**config.mk**
```make
export PLATFORM = sky130hd
export DESIGN_NAME = ifre_xform
export DESIGN_NICKNAME = d
export VERILOG_FILES = /design/src/rtl/core/ifre_pkg.sv /design/src/rtl/core/ifre_xform.sv
export SDC_FILE = /design/constraint.sdc
export NUM_CORES = 1
export LEC_CHECK = 0
export BUFFER_PORTS_ARGS = -buffer_cell sky130_fd_sc_hd__clkbuf_2
export CORE_AREA = 2 2 119 121
export CTS_BUF_LIST = sky130_fd_sc_hd__clkbuf_16
export DETAILED_ROUTE_END_ITERATION = 16
export DIE_AREA = 0 0 121 123
export SETUP_SLACK_MARGIN = 0.2
export SYNTH_ARGS = -nofsm -noshare
export SYNTH_HDL_FRONTEND = slang
export SYNTH_SLANG_ARGS = --single-unit
```
**constraint.sdc**
```tcl
create_clock -name clk -period 4.25 [get_ports clk]
set_clock_uncertainty 0.1 [all_clocks]
set_input_delay 0.2125 -clock clk [delete_from_list [all_inputs] [get_ports clk]]
set_output_delay 0.2125 -clock clk [all_outputs]
set_load 0.005 [all_outputs]
```
**src/rtl/core/ifre_pkg.sv**
```systemverilog
// shared types, constants and helpers for the image flip/rotate engine
package ifre_pkg;

  // geometry of the pixel store
  localparam int MAX_DIM    = 256;
  localparam int PIXEL_BITS = 8;
  localparam int DIM_BITS   = $clog2(MAX_DIM);
  localparam int CNT_BITS   = DIM_BITS + 1;
  localparam int ADDR_BITS  = 2 * DIM_BITS;

  typedef logic [DIM_BITS-1:0]   idx_t;
  typedef logic [CNT_BITS-1:0]   dim_t;
  typedef logic [ADDR_BITS-1:0]  addr_t;
  typedef logic [PIXEL_BITS-1:0] pixel_t;
  typedef logic [1:0]            req_t;
  typedef logic [7:0]            op_code_t;
  typedef logic                  cfg_idx_t;

  // request type codes
  localparam req_t REQ_WRITE = 2'd0;
  localparam req_t REQ_OP    = 2'd1;
  localparam req_t REQ_READ  = 2'd2;
  localparam req_t REQ_NONE  = 2'd3;

  // configuration register indexes
  localparam cfg_idx_t CFG_ROW_COUNT = 1'b0;
  localparam cfg_idx_t CFG_COL_COUNT = 1'b1;

  // input item
  typedef struct packed {
    req_t     req_type;
    idx_t     row;
    idx_t     col;
    pixel_t   pixel_in;
    op_code_t op_char;
  } request_t;

  // result item
  typedef struct packed {
    pixel_t pixel_out;
    dim_t   rows_now;
    dim_t   cols_now;
    logic   read_ok;
  } result_t;

  // store access and dimensions from the transform stage
  typedef struct packed {
    logic  wr_en;
    logic  rd_ok;
    addr_t addr;
    dim_t  rows_now;
    dim_t  cols_now;
  } xf_t;

  // saturate a dimension register value to 1..MAX_DIM
  function automatic dim_t clamp_dim(input dim_t v);
    dim_t r;
    if (v == '0) begin
      r = dim_t'(1);
    end else if (v > dim_t'(MAX_DIM)) begin
      r = dim_t'(MAX_DIM);
    end else begin
      r = v;
    end
    return r;
  endfunction

endpackage

```
**src/rtl/core/ifre_xform.sv**
```systemverilog
// orientation state, operation decode and position mapping into the pixel store
module ifre_xform (
  input  logic              clk,
  input  logic              rst,
  input  logic              vld,
  input  ifre_pkg::request_t item,
  input  ifre_pkg::dim_t    row_count,
  input  ifre_pkg::dim_t    col_count,
  output ifre_pkg::xf_t     xf
);
  import ifre_pkg::*;

  // ascii operation codes
  localparam op_code_t OP_H   = 8'h48;
  localparam op_code_t OP_V   = 8'h56;
  localparam op_code_t OP_B   = 8'h42;
  localparam op_code_t OP_Y   = 8'h59;
  localparam op_code_t OP_ONE = 8'h31;
  localparam op_code_t OP_TWO = 8'h32;
  localparam op_code_t OP_A   = 8'h41;
  localparam op_code_t OP_Z   = 8'h5A;
  localparam op_code_t OP_C   = 8'h43;
  localparam op_code_t OP_X   = 8'h58;

  logic swapped, flip_r, flip_c;
  logic swapped_next, flip_r_next, flip_c_next;
  dim_t row_ext, col_ext;
  dim_t rows_now, cols_now;
  dim_t oi, oj;
  logic in_range;

  // next orientation, every bit from the old values
  always_comb begin
    swapped_next = swapped;
    flip_r_next  = flip_r;
    flip_c_next  = flip_c;
    if (vld && item.req_type == REQ_OP) begin
      unique case (item.op_char)
        OP_H: begin
          flip_r_next = !flip_r;
        end
        OP_V: begin
          flip_c_next = !flip_c;
        end
        OP_B, OP_Y: begin
          flip_r_next = !flip_r;
          flip_c_next = !flip_c;
        end
        OP_ONE: begin
          swapped_next = !swapped;
          flip_r_next  = flip_c;
          flip_c_next  = flip_r;
        end
        OP_TWO: begin
          swapped_next = !swapped;
          flip_r_next  = !flip_c;
          flip_c_next  = !flip_r;
        end
        OP_A, OP_Z: begin
          swapped_next = !swapped;
          flip_r_next  = flip_c;
          flip_c_next  = !flip_r;
        end
        OP_C, OP_X: begin
          swapped_next = !swapped;
          flip_r_next  = !flip_c;
          flip_c_next  = flip_r;
        end
        default: begin
          swapped_next = swapped;
        end
      endcase
    end
  end

  // orientation registers
  always_ff @(posedge clk) begin
    if (rst) begin
      swapped <= 1'b0;
      flip_r  <= 1'b0;
      flip_c  <= 1'b0;
    end else begin
      swapped <= swapped_next;
      flip_r  <= flip_r_next;
      flip_c  <= flip_c_next;
    end
  end

  // dimensions in the current orientation
  assign rows_now = swapped_next ? col_count : row_count;
  assign cols_now = swapped_next ? row_count : col_count;
  assign row_ext  = {1'b0, item.row};
  assign col_ext  = {1'b0, item.col};

  // map position to original cell: writes use it as is, reads go through the orientation
  always_comb begin
    oi       = row_ext;
    oj       = col_ext;
    in_range = 1'b0;
    priority if (item.req_type == REQ_WRITE) begin
      in_range = (row_ext < row_count) && (col_ext < col_count);
    end else if (item.req_type == REQ_READ) begin
      in_range = (row_ext < rows_now) && (col_ext < cols_now);
      if (!swapped_next) begin
        oi = flip_r_next ? row_count - dim_t'(1) - row_ext : row_ext;
        oj = flip_c_next ? col_count - dim_t'(1) - col_ext : col_ext;
      end else begin
        oi = flip_c_next ? row_count - dim_t'(1) - col_ext : col_ext;
        oj = flip_r_next ? col_count - dim_t'(1) - row_ext : row_ext;
      end
    end else begin
      in_range = 1'b0;
    end
  end

  assign xf.wr_en    = vld && item.req_type == REQ_WRITE && in_range;
  assign xf.rd_ok    = vld && item.req_type == REQ_READ && in_range;
  assign xf.addr     = {oi[DIM_BITS-1:0], oj[DIM_BITS-1:0]};
  assign xf.rows_now = rows_now;
  assign xf.cols_now = cols_now;

endmodule

```
### Yosys cells after proc, flatten, opt, wreduce, memory -nomap -nowiden

Index checks and enable logic that the tools add are counted.
W data, S select, Z words.

| word-level totals | value |
|---|---|
| output and inout bits | 36 |
| logic and storage cells | 63 |
| register bits | 3 |

| operators by class | value |
|---|---|
| reduce and logical (&&, ||, !) cells | 18 |
| equal/unequal tests | 12 |
| muxes and demuxes | 20 |
| add/sub/neg operators | 6 |
| magnitude comparators | 4 |

Operator list:

| cell | count |
|---|---|
| $mux W8 | 10 |
| $eq A8 B7 Y1 const B | 8 |
| $lt A8 B9 Y1 | 4 |
| $sub A8 B8 Y8 | 4 |
| $mux W9 | 2 |
| $reduce_or A3 Y1 | 6 |
| $eq A8 B6 Y1 const B | 2 |
| $sub A8 B1 Y8 const B | 2 |
| $logic_and A1 B1 Y1 | 7 |
| $mux W1 | 6 |
| $pmux W1 S3 | 2 |
| $reduce_or A6 Y1 | 1 |
| $logic_not A1 Y1 | 3 |
| $eq A2 B1 Y1 const B | 1 |
| $eq A2 B2 Y1 const B | 1 |
| $logic_not A2 Y1 | 1 |

### Depth between registers and ports, before layout

Gate-level depths: netlist of run 1.

| logic depth | value |
|---|---|
| depth after elaboration | 10 |
| depth in mapped cells | 17 |
| gate-level depth less buffers | 14 |

### Worst setup path after synthesis of run 1

No wires, ideal clock.

| timing path | value |
|---|---|
| kind | input to output |
| from | input port item[3] (netlist name) |
| to | output port xf[34] (netlist name) |
| buffers on the path | 3 |
| setup slack | 0.561 ns |
| arrival | 3.376 ns |
| stages on the path | 16 |
| cells stage by stage | buf_2 -> nor4b_1 -> nand4_1 -> o2111a_2 -> xnor2_4 -> buf_2 -> buf_2 -> nor2_1 -> a21oi_1 -> ha_1 -> a21o_1 -> a21o_1 -> a211oi_1 -> a211o_1 -> a21oi_1 -> nor4_1 |

RTL lines:

| element | line | text |
|---|---|---|
| from (decl) | ifre_xform.sv:6 | `input ifre_pkg::request_t item,` |
| to (decl) | ifre_xform.sv:9 | `output ifre_pkg::xf_t xf` |

==> impl_metrics.csv, run 1 <==
group,metric,value,unit
run_status,status,"completed",
clock_tree,numCtsBuffers,3,
finish,n_antenna_cell,0,
grt,grt_pass1_vias,3217,
synth,ys_seq_area_frac,0.01863,
worst_setup_path,arrival,3.47,ns
synth,synth_edf_count,0,
min_path,hold_path_class,"input port to flop",
drt,vias,3416,
die,initial_utilization,0.2368,
synth,yosysUniqueCellTypes,59,
die,die_h,123,um
placed_design,post_dp_cell_area,3850,sq um
worst_setup_path,crit_path_start_kind,"input port",
drt,wl,10.30,mm
sta,finalSetupViolCount,0,
drt,drt_iter0_drc,230,
drt,wl_per_cell,14.25,um
sta,period_share,0.8889,
die,rows,43,
worst_setup_path,crit_required,3.94,ns
placed_design,numPortBuffers,82,
sta,rsz0062_at_grt,"no",
sta,finalHoldWorstSlack,0.09580,ns
clock_tree,cts_max_level,1,
drt,drc,0,
synth,netlist_area,3223,sq um
sta,worstMarginPinSlew,0.7453,ns
finish,multi_input_area,2869,sq um
drt,ant_nets,0,
synth,yosysWarnings,0,
synth,syn_avg_cell_area,6.992,sq um
sta,layout_min_cycle_time,3.778,ns
synth,synthFlopType,"dfxtp_1",
finish,synthToLayoutAreaGrowth,22.52,%
finish,nets,663,
finish,instances_no_fill,723,
clock_tree,clk_pin_slew_worst_paths,0.03,ns
die,pin_count,91,
power,powerDensity,154.0,nW/um^2
finish,layout-drive-gt1-share,0.1878,
grt,grt_use_total,0.1381,
grt,grt-ovfl-total,0,
sta,setup_ws,0.4723,ns
grt,antenna_found_initial,0,
clock_tree,clock-sinks,3,
finish,final_area,3949,sq um
placed_design,hpwl,8.876,mm
worst_setup_path,crit_path_end_kind,"output port",
synth,synthArstFlopShare,0,
grt,grt_pass1_wl,16.57,mm
worst_setup_path,worst-path-max-fanout,12,
clock_tree,cts.root.buffer_cell,"clkbuf_16",
sta,relSlewSlack,0.5031,
synth,synth_largest_area_cell,"ha_1",
clock_tree,clock_path_buffers,2,
clock_tree,clkLatencyLatePin,0.22,ns
synth,syn-num-nets,580,
worst_setup_path,critPathKind,"input port to output port",
die,die_w,121,um
finish,final_core_util,0.2901,
sta,slew_viol_final,0,
clock_tree,tritoncts,"yes",
die,core,13610,sq um
placed_design,gp_congestion,0.8894,
power,p_total,0.6083,mW
drt,first_pass_iters,4,
die,dieArea,14880,sq um
power,leakagePower,1.950,nW
synth,ys_ff_latch,3,
grt,grt_max_degree,23,
placed_design,pre_cts_ws,0.3594,ns
finish,ff_latch_area,60.06,sq um
sta,hold_viol_final,0,
finish,num-fill-cells,1548,
drt,vias_per_cell,4.725,
power,ir_drop,122.2,uV
sta,setup_tns,0,ns
synth,syn_inst,461,
synth,yosys-top-cells-area,"ha_1, xnor2_1, a21oi_1, inv_1, nor2_1",
placed_design,place_inst,718,
run,cap_violations,0,
sta,fmax,0.2647,GHz
synth,yosysTopAreaCellShare,0.2329,
state kept, by name (all words and copies together), names as in the netlist:
name     flops
flip_c       1
flip_r       1
swapped      1
cell usage in the layout (no fill, tap or decap), types with 12 or more instances in the layout:
master	n
clkbuf_2	82
o21ai_0	16
nor2b_1	13
a21oi_1	47
ha_1	60
o21a_1	12
xnor2_1	30
inv_1	61
nand2_1	26
nor2_1	43
worst max-delay path, stage by stage:
cell      delay (ns)
clkbuf_2        0.11
or3b_4          0.41
or4_1           0.48
o2111a_2        0.19
xnor2_4         0.20
buf_12          0.15
nor2_1          0.04
a21oi_1         0.19
ha_1            0.28
a21o_1          0.16
a21o_1          0.19
a211oi_1        0.23
a211o_1         0.19
a21oi_1         0.07
nor4_1          0.19
clkbuf_2        0.16
synthesized netlist by cell type, drive strengths merged (3+ instances only):
cell     count
o21a        12
clkbuf       4
ha          60
nor4         4
dfxtp        3
o31ai        3
xnor2       31
o21ai       16
a211o        3
o211ai       3
nor2b       13
mux2i        9
o22ai        8
inv         60
and2         3
nand3        9
a21oi       47
nand4        4
nand3b       4
a21o        10
xor2         8
o2bb2ai      3
buf          9
nor2        43
o21bai       4
a211oi       3
fa           4
nor3        10
nand2       26
nor3b        3
nand2b      10
power breakdown:
group          leakage [nW]  internal, mW  switching (mW)
Combinational          1.88         0.193           0.236
Sequential           0.0242        0.0292         0.00147
Clock                0.0423         0.121          0.0270
Total                  1.95         0.343           0.265
metal layers:
layer  routed length [um]  share of wire  vias up  global-route usage
met1                 4979           0.48     1526              0.1945
met5                    0              0        -                   0
met2                 4754           0.46       81              0.2342
met3                  509          0.049        4             0.01476
met4                   59         0.0057        0             0.01526
li1                     -              -     1805                   -
kinds of logic (layout without fill, tap and decap cells):
logic type               after synthesis  in the layout  synth area share
AO/OA/AOI/OAI                        129            129            0.2609
AND/OR/NAND/NOR                      142            142            0.2248
flip-flops                             3              3           0.01863
adder cells (fa/ha/maj)               64             64            0.2578
XOR/XNOR                              39             39            0.1118
multiplexers                          11             11           0.03494
buffers and inverters                 73            155           0.09123
final cells by class:
cell class | count | area share
Timing Repair Buffer | 91 | 0.1242
Clock inverter | 1 | 0.0009506
Inverter | 60 | 0.05703
Clock buffer | 3 | 0.01901
Sequential cell | 3 | 0.01521
Tap cell | 180 | 0.05703
Multi-Input combinational cell | 385 | 0.7266
path summary, 6_finish.rpt:
kind              endpoint  depth (start not counted)  startpoint  slack (ns)
hold / removal     swapped                          2         rst         0.1
hold reg to reg     flip_c                          3      flip_c        0.63
setup / recovery    xf[34]                         16     item[5]        0.47
setup reg to reg    flip_r                          4      flip_r        2.46
repair_timing:
item,CTS,global route
setup endpoints to repair,0,1
hold buffers,0,0
gates resized for setup,0,0
setup buffers,0,1
Note: power is estimated with default switching activity, not from simulation.
==> run 2: changes to the inputs <==
--- a/config.mk
+++ b/config.mk
@@ -10,6 +10,7 @@
 export CTS_BUF_LIST = sky130_fd_sc_hd__clkbuf_16
 export DETAILED_ROUTE_END_ITERATION = 16
 export DIE_AREA = 0 0 121 123
+export REMOVE_ABC_BUFFERS = 1
 export SETUP_SLACK_MARGIN = 0.2
 export SYNTH_ARGS = -nofsm -noshare
 export SYNTH_HDL_FRONTEND = slang
==> constraint.sdc (replaced) <==
create_clock -name clk -period 4.35 [get_ports clk]
set_clock_uncertainty 0.1 [all_clocks]
set_input_delay 0.2175 -clock clk [delete_from_list [all_inputs] [get_ports clk]]
set_output_delay 0.2175 -clock clk [all_outputs]
set_load 0.005 [all_outputs]
==> impl_metrics.csv, run 2 (synthesis gave the netlist of run 1 again) <==
group,metric,value,unit
run_status,status,"completed",
drt,vias_per_cell,4.834,
sta,worstMarginPinSlew,0.7352,ns
finish,layout-drive-gt1-share,0.1863,
clock_tree,clk_pin_slew_worst_paths,0.03,ns
placed_design,numPortBuffers,82,
sta,slew_viol_final,0,
power,ir_drop,83.49,uV
drt,wl_met1,5.101,mm
clock_tree,tritoncts,"yes",
clock_tree,clock-sinks,3,
placed_design,place_inst,714,
worst_setup_path,critPathKind,"input port to output port",
die,die_w,121,um
sta,finalSetupViolCount,0,
finish,n_antenna_cell,0,
worst_setup_path,r2r_start,"flip_r",
sta,rsz0062_at_grt,"no",
worst_setup_path,reg2reg_slack,2.54,ns
grt,grt_pass1_vias,3197,
die,rows,43,
drt,wl_per_cell,14.49,um
min_path,min_from,"rst",
finish,final_area,3941,sq um
worst_setup_path,arrival,3.56,ns
clock_tree,ctsHoldBuffers,0,
power,powerDensity,150.7,nW/um^2
finish,synthToLayoutAreaGrowth,22.28,%
die,pin_count,91,
sta,setup_ws,0.4766,ns
drt,route.met2.wl,4.684,mm
worst_setup_path,crit_required,4.03,ns
drt,first_pass_iters,5,
worst_setup_path,r2r_end,"flip_r",
drt,drc,0,
placed_design,hpwl,8.927,mm
die,die_h,123,um
die,dieArea,14880,sq um
sta,hold_viol_final,0,
die,core,13610,sq um
placed_design,pre_cts_ws,0.4683,ns
sta,layout_min_cycle_time,3.873,ns
finish,reg_top3,"flip_c x1, flip_r x1, swapped x1",
sta,fmax,0.2582,GHz
power,p_total,0.5941,mW
drt,ant_nets,0,
grt,grt_max_degree,28,
placed_design,gp_congestion,0.8895,
clock_tree,clock_path_buffers,2,
run,cap_violations,0,
drt,routed.top_layer,"met4",
finish,nets,662,
drt,dr_wl_met3,491,um
drt,vias,3490,
power,leakagePower,1.946,nW
clock_tree,clkLatencyLatePin,0.22,ns
min_path,min_to,"swapped",
grt,antenna_found_initial,0,
placed_design,post_dp_cell_area,3832,sq um
sta,period_share,0.8904,
die,initial_utilization,0.2368,
worst_setup_path,reg2regPathDepth,4,
grt,grt_pass1_wl,16.20,mm
drt,wl,10.46,mm
sta,relSlewSlack,0.5099,
finish,final_common_cell,"clkbuf_2",
clock_tree,numCtsBuffers,3,
worst_setup_path,crit_path_start_kind,"input port",
finish,instances_no_fill,722,
grt,grt-ovfl-total,0,
drt,drt_iter0_drc,276,
clock_tree,cts_resized,0,
sta,setup_tns,0,ns
grt,grt_use_total,0.1363,
worst_setup_path,worst-path-max-fanout,6,
clock_tree,cts_max_level,1,
worst_setup_path,crit_path_end_kind,"output port",
min_path,hold_path_class,"input port to flop",
min_path,hold_depth,2,
finish,mostFrequentLayoutCells,"clkbuf_2, inv_1, ha_1",
clock_tree,cts.root.buffer_cell,"clkbuf_16",
==> run 2: worst max-delay path by stage <==
stage,from,end,slack (ns),cells past startpoint
final,item[5],xf[34],0.48,16
after global routing,item[5],xf[34],0.21,16
after CTS,item[5],xf[34],0.45,15
after detailed placement,item[5],xf[34],0.47,15
after global placement,item[5],xf[34],0.49,15
after floorplan,item[5],xf[34],0.63,13
==> run 2: area by class of cell <==
type | count | area, sq um
clock buffer | 3 | 75.07
clock inverter | 1 | 3.754
fill | 1528 | 9671
inverter | 60 | 225.2
multi-input combinational | 385 | 2869
sequential | 3 | 60.06
tap | 180 | 225.2
timing repair buffer | 90 | 483.0
==> run 2: worst max-delay path, cell delays in order <==
cell      delay (ns)
clkbuf_2        0.11
or3b_4          0.42
or4_1           0.47
o2111a_2        0.19
xnor2_4         0.20
buf_4           0.19
nor2_1          0.05
a21oi_1         0.16
ha_1            0.27
a21o_1          0.16
a21o_1          0.19
a211oi_1        0.23
a211o_1         0.20
a21oi_1         0.08
nor4_1          0.24
clkbuf_2        0.16
==> run 2: what timing repair did <==
item	in CTS	in global routing
endpoints found under the hold margin	0	0
endpoints found under the setup margin	0	1
buffers inserted	0	4
==> run 2: power by group <==
group | internal, mW | switching, mW | total [mW]
Sequential | 0.0285 | 0.00151 | 0.0300
Clock | 0.119 | 0.0258 | 0.144
Combinational | 0.187 | 0.232 | 0.420
Total | 0.335 | 0.260 | 0.594
==> run 2: per-stage QoR <==
stage / util / hold slack [ns]
after global placement: 0.2816 / 0.3341
after CTS: 0.2873 / 0.1028
after detailed placement: 0.2816 / 0.3377
after floorplan: - / 0.1891
final: 0.2895 / 0.09394
after global routing: 0.2895 / 0.1262
==> run 2: routing by layer <==
layer / vias up / global-route usage
li1: 1811 / -
met1: 1559 / 0.1890
met2: 106 / 0.2275
met3: 14 / 0.01384
met4: 0 / 0.03198
met5: - / 0
==> run 3: changes to the inputs <==
==> constraint.sdc (replaced) <==
create_clock -name clk -period 4.35 [get_ports clk]
set_clock_uncertainty 0.1 [all_clocks]
set_input_delay 0.2175 -clock clk [delete_from_list [all_inputs] [get_ports clk]]
set_output_delay 0.2175 -clock clk [all_outputs]
set_load 0.02 [all_outputs]
==> impl_metrics.csv, run 3 (synthesis gave the netlist of run 1 again) <==
group,metric,value,unit
clock_tree,ctsHoldBuffers,0,
finish,synthToLayoutAreaGrowth,22.21,%
sta,worstMarginPinSlew,0.7336,ns
worst_setup_path,crit_path_end_kind,"output port",
worst_setup_path,worstPathCellList,"clkbuf_2 > or3b_4 > or4_1 > o2111a_2 > xnor2_4 > nor2_1 > a21oi_1 > ha_1 > a21o_1 > a21o_1 > a211oi_1 > a211o_1 > a21oi_1 > nor4_2 > clkbuf_2",
run,cap_violations,0,
worst_setup_path,crit_path_start_kind,"input port",
worst_setup_path,arrival,3.59,ns
drt,first_pass_iters,6,
drt,wl_per_cell,14.50,um
worst_setup_path,crit_required,4.03,ns
finish,num-fill-cells,1537,
worst_setup_path,r2r_start,"flip_r",
grt,grt_pass1_vias,3184,
drt,drt_iter0_drc,224,
sta,rsz0062_at_grt,"no",
power,p_total,0.6233,mW
sta,finalSetupViolCount,0,
die,pin_count,91,
clock_tree,clkLatencyLatePin,0.23,ns
worst_setup_path,slowest_stage,"or4_1",
finish,final_common_cell,"clkbuf_2",
grt,antenna_found_initial,0,
sta,period_share,0.8985,
grt,grt_pass1_wl,16.44,mm
die,die_h,123,um
grt,grt_use_total,0.1385,
die,die_w,121,um
drt,ant_nets,0,
sta,layout_min_cycle_time,3.908,ns
die,rows,43,
worst_setup_path,r2r_end,"flip_r",
clock_tree,clock_path_buffers,2,
sta,finalHoldWorstSlack,0.09069,ns
drt,wl,10.47,mm
placed_design,numPortBuffers,82,
clock_tree,clk_pin_slew_worst_paths,0.03,ns
sta,hold_viol_final,0,
clock_tree,tritoncts,"yes",
placed_design,hpwl,8.989,mm
worst_setup_path,crit_cells,15,
drt,drc,0,
worst_setup_path,reg2reg_slack,2.59,ns
grt,grt-ovfl-total,0,
die,core,13610,sq um
clock_tree,cts_max_level,1,
min_path,hold_depth,2,
finish,layout-drive-gt1-share,0.1882,
clock_tree,clock-sinks,3,
sta,slew_viol_final,0,
finish,mostFrequentLayoutCells,"clkbuf_2, inv_1, ha_1",
finish,reg_top3,"flip_c x1, flip_r x1, swapped x1",
power,leakagePower,1.944,nW
clock_tree,cts.root.buffer_cell,"clkbuf_16",
run_status,status,"completed",
worst_setup_path,crit_family,"compound AO/OA/AOI/OAI gates",
sta,setup_tns,0,ns
drt,vias_per_cell,4.831,
worst_setup_path,cp.buffers_inverters,2,
finish,nets,662,
worst_setup_path,reg2regPathDepth,4,
clock_tree,numCtsBuffers,3,
min_path,hold_path_class,"input port to flop",
drt,vias,3488,
finish,n_antenna_cell,0,
sta,relSlewSlack,0.5109,
worst_setup_path,worst-path-max-fanout,8,
die,dieArea,14880,sq um
power,powerDensity,158.2,nW/um^2
die,initial_utilization,0.2368,
placed_design,gp_congestion,0.9028,
power,ir_drop,90.22,uV
min_path,min_from,"rst",
worst_setup_path,slowest_delay,0.48,ns
worst_setup_path,critPathKind,"input port to output port",
grt,grt_max_degree,23,
min_path,min_to,"flip_r",
sta,fmax,0.2559,GHz
## run 3: cell counts in the layout (fill, tap and decap cells not counted)
No cell type changed its count.
## run 3: final cells by class
type                    instances  area, sq um  share of cell area
repair buffers                 90        474.2              0.1204
clock buffers                   3        75.07             0.01906
clock inverters                 1        3.754           0.0009530
flip-flops and latches          3        60.06             0.01525
well taps                     180        225.2             0.05718
multi-input cells             385         2875              0.7300
inverters                      60        225.2             0.05718
## run 3: how the worst max path moves through the flow
stage,from,slack (ns),to
final,item[5],0.44,xf[34]
after global placement,item[5],0.43,xf[34]
after floorplan,item[5],0.20,xf[34]
after detailed placement,item[5],0.44,xf[34]
after global routing,item[5],0.20,xf[34]
after CTS,item[5],0.41,xf[34]
## run 3: metrics by stage
step	cells	utilization	area [sq um]	worst slack, ns
6_report	722	0.2894	3939	0.4416
3_5_place_dp	717	0.2823	3842	0.4375
4_1_cts	721	0.2881	3921	0.4130
5_1_grt	722	0.2894	3939	0.1953
2_1_floorplan	448	-	3154	0.1987
3_3_place_gp	717	0.2823	3842	0.4272
## run 3: what timing repair did
action                                  CTS  global route
buffers inserted                          0             1
endpoints found under the setup margin    0             1
gates resized for setup                   0             2
## run 3: power breakdown
part	internal (mW)	total [mW]	switching [mW]
sequential	0.0285	0.0299	0.00135
clock	0.119	0.147	0.0284
combinational	0.189	0.446	0.257
total	0.336	0.623	0.287
## run 3: metal layers
| layer | wire length, um | share of wire | vias to the layer above | GRT usage |
|---|---|---|---|---|
| li1 | - | - | 1802 | - |
| met1 | 5025 | 0.48 | 1571 | 0.1904 |
| met2 | 4776 | 0.46 | 106 | 0.2317 |
| met3 | 530 | 0.051 | 9 | 0.01568 |
| met4 | 138 | 0.013 | 0 | 0.03270 |
| met5 | 0 | 0 | - | 0 |
